===== config.mk =====
export PLATFORM = sky130hd
export DESIGN_NAME = tcp_option_value_extractor_unit
export DESIGN_NICKNAME = d
export VERILOG_FILES = /design/src/design/tove_pkg.sv /design/src/design/tove_front.sv /design/src/design/tove_fifo.sv /design/src/design/tove_parser.sv /design/src/design/tcp_option_value_extractor_unit.sv
export VERILOG_INCLUDE_DIRS = /design/src /design/src/design
export SDC_FILE = /design/constraint.sdc
export NUM_CORES = 1
export LEC_CHECK = 0
export BUFFER_PORTS_ARGS = -buffer_cell sky130_fd_sc_hd__clkbuf_2
export CAP_MARGIN = 15
export CORE_UTILIZATION = 35
export DETAILED_ROUTE_END_ITERATION = 6
export GPL_ROUTABILITY_DRIVEN = 0
export PLACE_DENSITY_LB_ADDON = 0.08
export SETUP_SLACK_MARGIN = 0.2
export SLEW_MARGIN = 5
export SYNTH_ARGS = -nofsm -noshare
export SYNTH_HDL_FRONTEND = slang
export SYNTH_SLANG_ARGS = --single-unit
export TNS_END_PERCENT = 20

===== constraint.sdc =====
create_clock -name clk_i -period 9.8 [get_ports clk_i]
set_clock_uncertainty 0.2 [all_clocks]
set_input_delay 0.98 -clock clk_i [delete_from_list [all_inputs] [get_ports clk_i]]
set_output_delay 0.98 -clock clk_i [all_outputs]
set_load 0.01 [all_outputs]

===== src/design/tcp_option_value_extractor_unit_assert.svh =====
// Assertion macros shared by the TCP option value extractor.
`ifndef TCP_OPTION_VALUE_EXTRACTOR_UNIT_ASSERT_SVH
`define TCP_OPTION_VALUE_EXTRACTOR_UNIT_ASSERT_SVH

// Checks that the consequent holds in the same cycle as the antecedent.
`define TOVE_ASSERT_IMPLIES(label, clk, rst_n, ante, cons, msg) \
  label: assert property (@(posedge clk) disable iff (!rst_n) (ante) |-> (cons)) \
    else $error(msg);

// Checks that the consequent holds in the cycle after the antecedent.
`define TOVE_ASSERT_NEXT(label, clk, rst_n, ante, cons, msg) \
  label: assert property (@(posedge clk) disable iff (!rst_n) (ante) |=> (cons)) \
    else $error(msg);

`endif


===== src/design/tove_pkg.sv =====
// Types and constants shared by the TCP option value extractor modules.
`timescale 1ns / 1ps

package tove_pkg;

  // Configuration register indexes.
  localparam int unsigned CfgIndexW = 2;
  localparam logic [CfgIndexW-1:0] CfgOptionKind = 2'd0;
  localparam logic [CfgIndexW-1:0] CfgEtherType  = 2'd1;

  localparam logic [7:0]  ResetOptionKind = 8'd253;
  localparam logic [15:0] ResetEtherType  = 16'h0800;

  // Protocol constants.
  localparam logic [7:0] VersionMask    = 8'hF0;
  localparam logic [7:0] Version4       = 8'h40;
  localparam logic [7:0] TcpProtoNumber = 8'd6;
  localparam logic [7:0] AckMask        = 8'h10;
  localparam logic [5:0] MinHeaderBytes = 6'd20;
  localparam logic [7:0] FixedTcpBytes  = 8'd20;
  localparam logic [7:0] OptEol         = 8'd0;
  localparam logic [7:0] OptNop         = 8'd1;
  localparam logic [7:0] OptionMinLen   = 8'd2;
  localparam logic [7:0] ValueOptionLen = 8'd10;

  // Queue between the classifier and the parser; a power of two.
  localparam int unsigned QueueDepth = 4;

  typedef enum logic [2:0] {
    ClsOther,
    ClsEthHi,
    ClsEthLo,
    ClsVerIhl,
    ClsProto,
    ClsAddr,
    ClsL4
  } byte_class_e;

  typedef enum logic [2:0] {
    PhHeader,
    PhKind,
    PhLen,
    PhSkip,
    PhValue,
    PhDone
  } phase_e;

  typedef enum logic [2:0] {
    StFound     = 3'd0,
    StNotIpv4   = 3'd1,
    StNotTcp    = 3'd2,
    StBadOffset = 3'd3,
    StNoAck     = 3'd4,
    StAbsent    = 3'd5,
    StTruncated = 3'd6
  } status_e;

  typedef struct packed {
    logic [7:0]  data;
    logic        last;
    logic [7:0]  offset;
    byte_class_e cls;
  } queue_item_t;

  typedef struct packed {
    logic [7:0]  option_kind;
    logic [15:0] ether_type;
  } cfg_t;

  // The first member is the most significant; status lands in the low bits.
  typedef struct packed {
    logic [31:0] denominator;
    logic [31:0] numerator;
    logic [15:0] dst_port;
    logic [15:0] src_port;
    logic [31:0] dst_addr;
    logic [31:0] src_addr;
    status_e     status;
  } result_t;

  localparam int unsigned ResultW = $bits(result_t);
  localparam int unsigned TdataW  = ((ResultW + 7) / 8) * 8;

endpackage


===== src/design/tove_front.sv =====
// Ingress stage: numbers each frame byte and tags its header role.
`timescale 1ns / 1ps

module tove_front import tove_pkg::*; #(
  parameter int unsigned L2_HEADER_BYTES = 14
) (
  input  logic        clk_i,
  input  logic        rst_ni,
  input  logic        in_valid_i,
  output logic        in_ready_o,
  input  logic [7:0]  in_data_i,
  input  logic        in_last_i,
  output logic        push_valid_o,
  input  logic        push_ready_i,
  output queue_item_t push_item_o
);

  localparam logic [7:0] EthHiOff  = 8'(L2_HEADER_BYTES - 2);
  localparam logic [7:0] EthLoOff  = 8'(L2_HEADER_BYTES - 1);
  localparam logic [7:0] VerOff    = 8'(L2_HEADER_BYTES);
  localparam logic [7:0] ProtoOff  = 8'(L2_HEADER_BYTES + 9);
  localparam logic [7:0] AddrFirst = 8'(L2_HEADER_BYTES + 12);
  localparam logic [7:0] AddrLast  = 8'(L2_HEADER_BYTES + 19);
  localparam logic [7:0] L4First   = 8'(L2_HEADER_BYTES + 20);

  logic [7:0]  offset_q, offset_d;
  byte_class_e cls;
  logic        accept;

  assign in_ready_o   = push_ready_i;
  assign push_valid_o = in_valid_i;
  assign accept       = in_valid_i && push_ready_i;

  // Only fixed positions are known here; TCP positions depend on the IHL.
  always_comb begin
    if (offset_q == EthHiOff) begin
      cls = ClsEthHi;
    end else if (offset_q == EthLoOff) begin
      cls = ClsEthLo;
    end else if (offset_q == VerOff) begin
      cls = ClsVerIhl;
    end else if (offset_q == ProtoOff) begin
      cls = ClsProto;
    end else if (offset_q >= AddrFirst && offset_q <= AddrLast) begin
      cls = ClsAddr;
    end else if (offset_q >= L4First) begin
      cls = ClsL4;
    end else begin
      cls = ClsOther;
    end
  end

  always_comb begin
    push_item_o.data   = in_data_i;
    push_item_o.last   = in_last_i;
    push_item_o.offset = offset_q;
    push_item_o.cls    = cls;
  end

  // The offset saturates at 255 and restarts after the final byte.
  always_comb begin
    offset_d = offset_q;
    if (accept) begin
      if (in_last_i) begin
        offset_d = '0;
      end else if (offset_q != 8'hFF) begin
        offset_d = offset_q + 8'd1;
      end
    end
  end

  always_ff @(posedge clk_i or negedge rst_ni) begin
    if (!rst_ni) begin
      offset_q <= '0;
    end else begin
      offset_q <= offset_d;
    end
  end

endmodule


===== src/design/tove_fifo.sv =====
// Short queue that decouples the ingress stage from the parser.
`timescale 1ns / 1ps

module tove_fifo import tove_pkg::*; (
  input  logic        clk_i,
  input  logic        rst_ni,
  input  logic        wr_valid_i,
  output logic        wr_ready_o,
  input  queue_item_t wr_item_i,
  output logic        rd_valid_o,
  input  logic        rd_ready_i,
  output queue_item_t rd_item_o
);

  localparam int unsigned PtrW   = $clog2(QueueDepth);
  localparam int unsigned CountW = $clog2(QueueDepth + 1);

  queue_item_t            slots_q [QueueDepth];
  logic [PtrW-1:0]        wr_ptr_q, rd_ptr_q;
  logic [CountW-1:0]      count_q;
  logic                   do_push, do_pop;

  assign wr_ready_o = (count_q != CountW'(QueueDepth));
  assign rd_valid_o = (count_q != '0);
  assign rd_item_o  = slots_q[rd_ptr_q];
  assign do_push    = wr_valid_i && wr_ready_o;
  assign do_pop     = rd_valid_o && rd_ready_i;

  always_ff @(posedge clk_i) begin
    if (do_push) begin
      slots_q[wr_ptr_q] <= wr_item_i;
    end
  end

  always_ff @(posedge clk_i or negedge rst_ni) begin
    if (!rst_ni) begin
      wr_ptr_q <= '0;
      rd_ptr_q <= '0;
      count_q  <= '0;
    end else begin
      if (do_push) begin
        wr_ptr_q <= wr_ptr_q + PtrW'(1);
      end
      if (do_pop) begin
        rd_ptr_q <= rd_ptr_q + PtrW'(1);
      end
      if (do_push && !do_pop) begin
        count_q <= count_q + CountW'(1);
      end else if (do_pop && !do_push) begin
        count_q <= count_q - CountW'(1);
      end
    end
  end

endmodule


===== src/design/tove_parser.sv =====
// Parser: header checks, TCP option walk and the result register.
`timescale 1ns / 1ps

module tove_parser import tove_pkg::*; #(
  parameter int unsigned L2_HEADER_BYTES  = 14,
  parameter int unsigned MAX_OPTION_STEPS = 40
) (
  input  logic        clk_i,
  input  logic        rst_ni,
  input  cfg_t        cfg_i,
  input  logic        item_valid_i,
  output logic        item_ready_o,
  input  queue_item_t item_i,
  output logic        out_valid_o,
  input  logic        out_ready_i,
  output result_t     out_o
);

  localparam int unsigned StepW = $clog2(MAX_OPTION_STEPS + 1);

  phase_e            phase_q, phase_d;
  status_e           verdict_q, verdict_d;
  logic [7:0]        kind_q, kind_d;
  logic [7:0]        tcp_off_q, tcp_off_d;
  logic [7:0]        hdr_end_q, hdr_end_d;
  logic [7:0]        next_off_q, next_off_d;
  logic [StepW-1:0]  steps_q, steps_d, steps_inc;
  logic [63:0]       addr_q, addr_d;
  logic [31:0]       ports_q, ports_d;
  logic [63:0]       value_q, value_d;
  logic              out_valid_q, out_valid_d;
  result_t           out_q, out_d;

  logic              out_free, pop, frame_end;
  logic [7:0]        b, p, tcp_rel, room;
  logic [5:0]        ihl_bytes, thb_bytes;
  status_e           status;

  // Next step of the option walk: it stops at the header end or the step limit.
  function automatic phase_e walk_phase(input logic [7:0] off,
                                        input logic [StepW-1:0] steps,
                                        input logic [7:0] hend);
    if (steps >= StepW'(MAX_OPTION_STEPS) || off >= hend) begin
      return PhDone;
    end
    return PhKind;
  endfunction

  assign out_free     = !out_valid_q || out_ready_i;
  assign pop          = item_valid_i && (!item_i.last || out_free);
  assign frame_end    = pop && item_i.last;
  assign item_ready_o = pop;

  assign b         = item_i.data;
  assign p         = item_i.offset;
  assign tcp_rel   = p - tcp_off_q;
  assign room      = hdr_end_q - next_off_q;
  assign ihl_bytes = {b[3:0], 2'b00};
  assign thb_bytes = {b[7:4], 2'b00};
  assign steps_inc = steps_q + StepW'(1);

  // Next state: one byte per popped transaction.
  always_comb begin
    phase_d    = phase_q;
    verdict_d  = verdict_q;
    kind_d     = kind_q;
    tcp_off_d  = tcp_off_q;
    hdr_end_d  = hdr_end_q;
    next_off_d = next_off_q;
    steps_d    = steps_q;
    addr_d     = addr_q;
    ports_d    = ports_q;
    value_d    = value_q;
    if (pop) begin
      unique case (phase_q)
        PhHeader: begin
          case (item_i.cls)
            ClsEthHi: kind_d = b;
            ClsEthLo: begin
              if ({kind_q, b} != cfg_i.ether_type) begin
                phase_d   = PhDone;
                verdict_d = StNotIpv4;
              end
            end
            ClsVerIhl: begin
              if ((b & VersionMask) != Version4 || ihl_bytes < MinHeaderBytes) begin
                phase_d   = PhDone;
                verdict_d = StNotIpv4;
              end else begin
                tcp_off_d = 8'(L2_HEADER_BYTES) + {2'b00, ihl_bytes};
              end
            end
            ClsProto: begin
              if (b != TcpProtoNumber) begin
                phase_d   = PhDone;
                verdict_d = StNotTcp;
              end
            end
            ClsAddr: addr_d = {addr_q[55:0], b};
            ClsL4: begin
              if (p >= tcp_off_q) begin
                if (tcp_rel < 8'd4) begin
                  ports_d = {ports_q[23:0], b};
                end else if (tcp_rel == 8'd12) begin
                  if (thb_bytes < MinHeaderBytes) begin
                    phase_d   = PhDone;
                    verdict_d = StBadOffset;
                  end else begin
                    hdr_end_d = tcp_off_q + {2'b00, thb_bytes};
                  end
                end else if (tcp_rel == 8'd13) begin
                  if ((b & AckMask) == 8'd0) begin
                    phase_d   = PhDone;
                    verdict_d = StNoAck;
                  end else begin
                    next_off_d = tcp_off_q + FixedTcpBytes;
                    phase_d    = walk_phase(tcp_off_q + FixedTcpBytes, steps_q, hdr_end_q);
                  end
                end
              end
            end
            default: ;
          endcase
        end
        PhKind: begin
          if (p == next_off_q) begin
            steps_d = steps_inc;
            if (b == OptEol) begin
              phase_d = PhDone;
            end else if (b == OptNop) begin
              next_off_d = next_off_q + 8'd1;
              phase_d    = walk_phase(next_off_q + 8'd1, steps_inc, hdr_end_q);
            end else if ({1'b0, next_off_q} + 9'd2 > {1'b0, hdr_end_q}) begin
              // The kind byte is the last header byte.
              phase_d = PhDone;
            end else begin
              kind_d  = b;
              phase_d = PhLen;
            end
          end
        end
        PhLen: begin
          if (b < OptionMinLen || b > room) begin
            phase_d = PhDone;
          end else if (kind_q == cfg_i.option_kind && b == ValueOptionLen) begin
            value_d = '0;
            phase_d = PhValue;
          end else if (b == OptionMinLen) begin
            next_off_d = next_off_q + 8'd2;
            phase_d    = walk_phase(next_off_q + 8'd2, steps_q, hdr_end_q);
          end else begin
            next_off_d = next_off_q + b;
            phase_d    = PhSkip;
          end
        end
        PhSkip: begin
          if ({1'b0, p} + 9'd1 >= {1'b0, next_off_q}) begin
            phase_d = walk_phase(next_off_q, steps_q, hdr_end_q);
          end
        end
        PhValue: begin
          value_d = {value_q[55:0], b};
          if ({1'b0, p} >= {1'b0, next_off_q} + 9'd9) begin
            phase_d   = PhDone;
            verdict_d = StFound;
          end
        end
        PhDone: ;
        default: ;
      endcase
    end
  end

  // Outputs: the result is built from the state after the final byte.
  always_comb begin
    status            = (phase_d == PhDone) ? verdict_d : StTruncated;
    out_d             = out_q;
    out_valid_d       = out_valid_q;
    if (frame_end) begin
      out_valid_d       = 1'b1;
      out_d.status      = status;
      out_d.src_addr    = addr_d[63:32];
      out_d.dst_addr    = addr_d[31:0];
      out_d.src_port    = ports_d[31:16];
      out_d.dst_port    = ports_d[15:0];
      out_d.numerator   = (status == StFound) ? value_d[63:32] : 32'd0;
      out_d.denominator = (status == StFound) ? value_d[31:0] : 32'd0;
    end else if (out_ready_i) begin
      out_valid_d = 1'b0;
    end
  end

  assign out_valid_o = out_valid_q;
  assign out_o       = out_q;

  always_ff @(posedge clk_i) begin
    out_q <= out_d;
  end

  always_ff @(posedge clk_i or negedge rst_ni) begin
    if (!rst_ni) begin
      out_valid_q <= 1'b0;
      phase_q     <= PhHeader;
      verdict_q   <= StAbsent;
      kind_q      <= '0;
      tcp_off_q   <= '0;
      hdr_end_q   <= '0;
      next_off_q  <= '0;
      steps_q     <= '0;
      addr_q      <= '0;
      ports_q     <= '0;
      value_q     <= '0;
    end else begin
      out_valid_q <= out_valid_d;
      if (frame_end) begin
        phase_q    <= PhHeader;
        verdict_q  <= StAbsent;
        kind_q     <= '0;
        tcp_off_q  <= '0;
        hdr_end_q  <= '0;
        next_off_q <= '0;
        steps_q    <= '0;
        addr_q     <= '0;
        ports_q    <= '0;
        value_q    <= '0;
      end else begin
        phase_q    <= phase_d;
        verdict_q  <= verdict_d;
        kind_q     <= kind_d;
        tcp_off_q  <= tcp_off_d;
        hdr_end_q  <= hdr_end_d;
        next_off_q <= next_off_d;
        steps_q    <= steps_d;
        addr_q     <= addr_d;
        ports_q    <= ports_d;
        value_q    <= value_d;
      end
    end
  end

endmodule


===== src/design/tcp_option_value_extractor_unit.sv =====
// Top level of the TCP option value extractor.
`timescale 1ns / 1ps
`include "tcp_option_value_extractor_unit_assert.svh"

// Usage: an Ethernet frame enters on the s_axis channel one byte per
// transaction, wire order, with tlast on its final byte. For every frame one
// result transaction leaves on the m_axis channel: status, IPv4 addresses,
// TCP ports and the two 32-bit values of the first option whose kind matches
// the option_kind register and whose length is 10.
// Registers are written on the cfg channel (index 0 option_kind, index 1
// ether_type); writes to other indexes are dropped. The user must write them
// only while no frame is in flight; the block itself does not enforce this.
// Throughput is one byte per cycle while the result register is free: the
// ingress stage tags every byte with its offset, a four-entry queue holds it,
// and the parser takes one byte a cycle. The result sits in an output
// register and is valid in the cycle after the parser takes the final byte;
// while the receiver holds tready low the parser keeps taking bytes of the
// next frame and stops only at that frame's final byte, after which the queue
// fills and s_axis_tready_o drops. Reset clears the queue, the parse state and
// the output valid flag and restores option_kind to 253 and ether_type to 0x0800.
module tcp_option_value_extractor_unit import tove_pkg::*; #(
  parameter int unsigned L2_HEADER_BYTES  = 14,
  parameter int unsigned MAX_OPTION_STEPS = 40
) (
  input  logic                 clk_i,
  input  logic                 rst_ni,
  input  logic                 s_axis_tvalid_i,
  output logic                 s_axis_tready_o,
  input  logic [7:0]           s_axis_tdata_i,   // data_byte [7:0]
  input  logic                 s_axis_tlast_i,   // last_byte
  output logic                 m_axis_tvalid_o,
  input  logic                 m_axis_tready_i,
  // status [2:0], src_addr [34:3], dst_addr [66:35], src_port [82:67],
  // dst_port [98:83], numerator [130:99], denominator [162:131], zero above
  output logic [TdataW-1:0]    m_axis_tdata_o,
  input  logic                 cfg_valid_i,
  output logic                 cfg_ready_o,
  input  logic [CfgIndexW-1:0] cfg_index_i,
  input  logic [15:0]          cfg_data_i
);

  cfg_t        cfg_q;
  logic        push_valid, push_ready;
  queue_item_t push_item;
  logic        q_valid, q_pop;
  queue_item_t q_item;
  result_t     m_result;

  // The register file is always ready for a write.
  assign cfg_ready_o = 1'b1;

  always_ff @(posedge clk_i or negedge rst_ni) begin
    if (!rst_ni) begin
      cfg_q.option_kind <= ResetOptionKind;
      cfg_q.ether_type  <= ResetEtherType;
    end else if (cfg_valid_i && cfg_ready_o) begin
      unique case (cfg_index_i)
        CfgOptionKind: cfg_q.option_kind <= cfg_data_i[7:0];
        CfgEtherType:  cfg_q.ether_type  <= cfg_data_i;
        default: ;
      endcase
    end
  end

  tove_front #(
    .L2_HEADER_BYTES(L2_HEADER_BYTES)
  ) u_front (
    .clk_i        (clk_i),
    .rst_ni       (rst_ni),
    .in_valid_i   (s_axis_tvalid_i),
    .in_ready_o   (s_axis_tready_o),
    .in_data_i    (s_axis_tdata_i),
    .in_last_i    (s_axis_tlast_i),
    .push_valid_o (push_valid),
    .push_ready_i (push_ready),
    .push_item_o  (push_item)
  );

  tove_fifo u_fifo (
    .clk_i      (clk_i),
    .rst_ni     (rst_ni),
    .wr_valid_i (push_valid),
    .wr_ready_o (push_ready),
    .wr_item_i  (push_item),
    .rd_valid_o (q_valid),
    .rd_ready_i (q_pop),
    .rd_item_o  (q_item)
  );

  tove_parser #(
    .L2_HEADER_BYTES (L2_HEADER_BYTES),
    .MAX_OPTION_STEPS(MAX_OPTION_STEPS)
  ) u_parser (
    .clk_i        (clk_i),
    .rst_ni       (rst_ni),
    .cfg_i        (cfg_q),
    .item_valid_i (q_valid),
    .item_ready_o (q_pop),
    .item_i       (q_item),
    .out_valid_o  (m_axis_tvalid_o),
    .out_ready_i  (m_axis_tready_i),
    .out_o        (m_result)
  );

  assign m_axis_tdata_o = {{(TdataW - ResultW){1'b0}}, m_result};

  // A final byte taken by the parser always produces a result next cycle.
  `TOVE_ASSERT_NEXT(a_last_gives_result, clk_i, rst_ni, q_pop && q_item.last, m_axis_tvalid_o, "final byte did not produce a result")
  // A stalled result is never overwritten by the next frame.
  `TOVE_ASSERT_IMPLIES(a_no_overwrite, clk_i, rst_ni, m_axis_tvalid_o && !m_axis_tready_i, !(q_pop && q_item.last), "stalled result overwritten")
  // The option values are zero unless the option was found.
  `TOVE_ASSERT_IMPLIES(a_values_zero, clk_i, rst_ni, m_axis_tvalid_o && (m_result.status != StFound), (m_result.numerator == 32'd0) && (m_result.denominator == 32'd0), "option values leak without a match")

endmodule

==> flow_metrics.tcl <==
set metrics [dict create \
    outcome "complete, but fails checks" \
    violations "design-rule violations" \
    synth_area_leaders "edfxtp_1 (31%), dfrtp_1 (25%), mux2_2 (5.7%)" \
    crit_chain "buf_4, inv_1, mux2i_1, inv_1, ha_1, fa_1, nor2b_1, o21ai_0, xnor2_1, nor4_1, and3_1, a211oi_1, o31ai_2, nand2_4, nor4b_1" \
    dp_hpwl_um 39790 \
    syn_area_um2 23390 \
    crit_fanout 64 \
    clk_latency_ps 610 \
    ys_seq_area_frac 0.5703 \
    power_density_nw_per_um2 324.4 \
    viasPerCell 5.164 \
    cts_setup_buffers 0 \
    synthFlopType "edfxtp_1" \
    nNetsFinal 2103 \
    cpMostUsedCell "inv_1" \
    setup_violations 0 \
    track_usage 0.1795 \
    start_kind "flip-flop" \
    slew-limit-headroom 0.2097 \
    tns_ps 0 \
    cpPeakStageDelay_ps 790 \
    synth.distinct_cells 86 \
    grt_pass1_vias 15325 \
    first_pass_iters 7 \
    syn_inst 1810 \
    leakagePower_nw 11.02 \
    yosys_warnings 0 \
    end_kind "flip-flop" \
    cts_tree "yes" \
    synthArstFlopShare 0.4979 \
    grt_pass1_wl_um 93540 \
    detail_route.iter0.violations 889 \
    gr-total-overflow 0 \
    die-width_um 260.5 \
    drv_slew 0 \
    clock-sinks 484 \
    cap_violations 0 \
    tightest_slew_ps 1185 \
    hold_buffers 0 \
    synth-seq-cells 484 \
    syn_to_final_growth_pct 14.43 \
    numCtsBuffers 53 \
    worstPathArrival_ps 6250 \
    num-fill-cells 6262 \
    start_util 0.3546 \
    cts.htree.levels 2 \
    ctsResizeCount 0 \
    max_freq_mhz 165.8 \
    io_pins 203 \
    wl_per_cell_um 21.12 \
    drc_errors 32 \
    wl_um 60870 \
    diodes 0 \
    cp.required_ps 10010 \
    p_total_mw 8.685 \
    core.rowCount 94 \
    clk_pin_slew_ps 60 \
    ir_worst_vdd_mv 0.3036 \
    cts_root_buffer "clkbuf_16" \
    synth.avg_cell_area_um2 12.92 \
    postRouteAntennaNets 0 \
    synth-edff-count 243 \
    hold_path_class "primary input to async pin" \
    finalCritPeriodShare 0.6156 \
    finalHoldViolCount 0 \
    drive_above_1_share 0.2587 \
    core_um2 65980 \
    rsz0062_at_grt "false" \
    criticalPathCategory "flip-flop to flip-flop" \
    critPathSlowestCell "nor4_1" \
    finalCriticalPeriod_ps 6033 \
    die_area_um2 67880 \
    grt_max_degree 107 \
    num_vias 14883 \
    clockBufferDepth 3 \
    yosysTopAreaCell "edfxtp_1" \
    antenna_found_initial 0 \
    synth_top_area_frac 0.3119 \
    io_buffers 196 \
    die_h_um 260.5 \
]
[critical path: cells and delay by family (launching register included)]
kind,cells,cell delay [ps]
xor+xnor,1,160
simple gates,5,2500
fa+ha+maj,2,690
mux,1,450
buf+inv,3,770
flops,1,320
compound gates,3,640
[placed cells by master (no fill, tap or decap), types with 54 or more instances in the layout]
master	instances
xnor2_1	58
clkbuf_2	195
mux2_2	118
nor4b_2	61
nor2_1	135
and2_1	105
dfrtp_1	231
ha_1	90
a22oi_1	67
edfxtp_1	243
a21oi_1	54
nand2_1	83
[cells by family after synthesis]
family / after synthesis / synth area share
other cells: 2 / 0.0003210
compound gates: 295 / 0.08499
flops: 484 / 0.5703
mux: 156 / 0.08338
xor+xnor: 85 / 0.03182
fa+ha+maj: 96 / 0.05327
buf+inv: 161 / 0.03247
simple gates: 531 / 0.1435
[through the flow]
| step | hold WS [ps] | util | cell area [um2] | instances | worst slack [ps] |
|---|---|---|---|---|---|
| 2_1_floorplan | 263.6 | - | 23410 | 1814 | 2253 |
| 3_3_place_gp | 294.8 | 0.3804 | 25100 | 2783 | 3882 |
| 6_report | 127.7 | 0.4057 | 26770 | 2882 | 3767 |
| 5_1_grt | 200.1 | 0.4057 | 26770 | 2882 | 3244 |
| 3_5_place_dp | 298.7 | 0.3804 | 25100 | 2783 | 3787 |
| 4_1_cts | 261.9 | 0.4053 | 26740 | 2881 | 3787 |
[power breakdown]
part	switching, mW	internal [mW]	total [mW]
Sequential	0.262	2.81	3.08
Combinational	2.51	1.20	3.71
Clock	0.815	1.08	1.90
[area by class of cell]
| cell class | count | area (um2) | share of cell area |
|---|---|---|---|
| clock buffers | 87 | 1554 | 0.05805 |
| inverters | 54 | 210.2 | 0.007852 |
| multi-input cells | 1169 | 9359 | 0.3496 |
| repair buffers | 213 | 1139 | 0.04253 |
| clock inverters | 11 | 86.33 | 0.003225 |
| well taps | 864 | 1081 | 0.04038 |
| flip-flops and latches | 484 | 13340 | 0.4983 |
[synthesized netlist by cell type, types with 5 or more instances]
| cell | number |
|---|---|
| a211oi_1 | 8 |
| a211o_1 | 5 |
| nor3_1 | 16 |
| clkbuf_1 | 56 |
| or2_2 | 8 |
| inv_1 | 51 |
| and3_1 | 11 |
| nor2b_1 | 12 |
| a21o_1 | 17 |
| edfxtp_1 | 243 |
| nor2_1 | 135 |
| mux2i_1 | 16 |
| dfstp_2 | 10 |
| nor4b_2 | 61 |
| dfrtp_1 | 231 |
| o22ai_1 | 5 |
| buf_2 | 16 |
| mux4_2 | 19 |
| nand2_1 | 84 |
| a221oi_1 | 6 |
| o31ai_1 | 13 |
| ha_1 | 90 |
| and2_1 | 105 |
| xor2_1 | 27 |
| o21ai_1 | 5 |
| nand3_1 | 23 |
| buf_6 | 9 |
| o211ai_1 | 12 |
| nor4b_1 | 5 |
| o21ai_0 | 54 |
| nand4_1 | 18 |
| a22oi_1 | 67 |
| mux2_2 | 118 |
| fa_1 | 6 |
| buf_1 | 12 |
| buf_4 | 12 |
| nand2b_1 | 16 |
| a21oi_1 | 54 |
| xnor2_1 | 58 |
| a31oi_1 | 10 |
| nor4_1 | 8 |
[state kept, by name (all words and copies together) (netlist names), 7 cells and up]
signal	cells
u_parser.ports_q	32
u_parser.out_o	163
u_front.offset_q	8
u_parser.addr_q	64
u_parser.kind_q	8
u_parser.next_off_q	8
u_parser.hdr_end_q	7
u_fifo.slots_q	80
u_parser.value_q	64
cfg_q	24
[worst paths after layout]
| check | from | cells after the start | to | slack (ps) |
|---|---|---|---|---|
| hold / removal | rst_ni | 1 | u_fifo.wr_ptr_q[0]$_DFFE_PN0P_ | 130 |
| min in group clk_i | u_parser.steps_q[2]$_DFFE_PN0P_ | 1 | u_parser.steps_q[2]$_DFFE_PN0P_ | 310 |
| max in group asynchronous | rst_ni | 2 | u_parser.ports_q[17]$_DFF_PN0_ | 7640 |
| setup reg to reg | u_fifo.rd_ptr_q[0]$_DFFE_PN0P_ | 15 | u_parser.out_o[110]$_SDFFCE_PP0P_ | 3770 |
| setup / recovery | u_fifo.rd_ptr_q[0]$_DFFE_PN0P_ | 15 | u_parser.out_o[110]$_SDFFCE_PP0P_ | 3770 |
| hold reg to reg | u_parser.steps_q[2]$_DFFE_PN0P_ | 1 | u_parser.steps_q[2]$_DFFE_PN0P_ | 310 |
[layer usage]
metal  global-route usage  up-vias  share of wire
met2               0.2983      263           0.48
met5                    0        -              0
met4              0.05669        0          0.026
met1               0.2418     7539           0.45
li1                     -     6992              -
met3              0.02477       89          0.036
No activity file was read; power rests on OpenSTA's default activity.
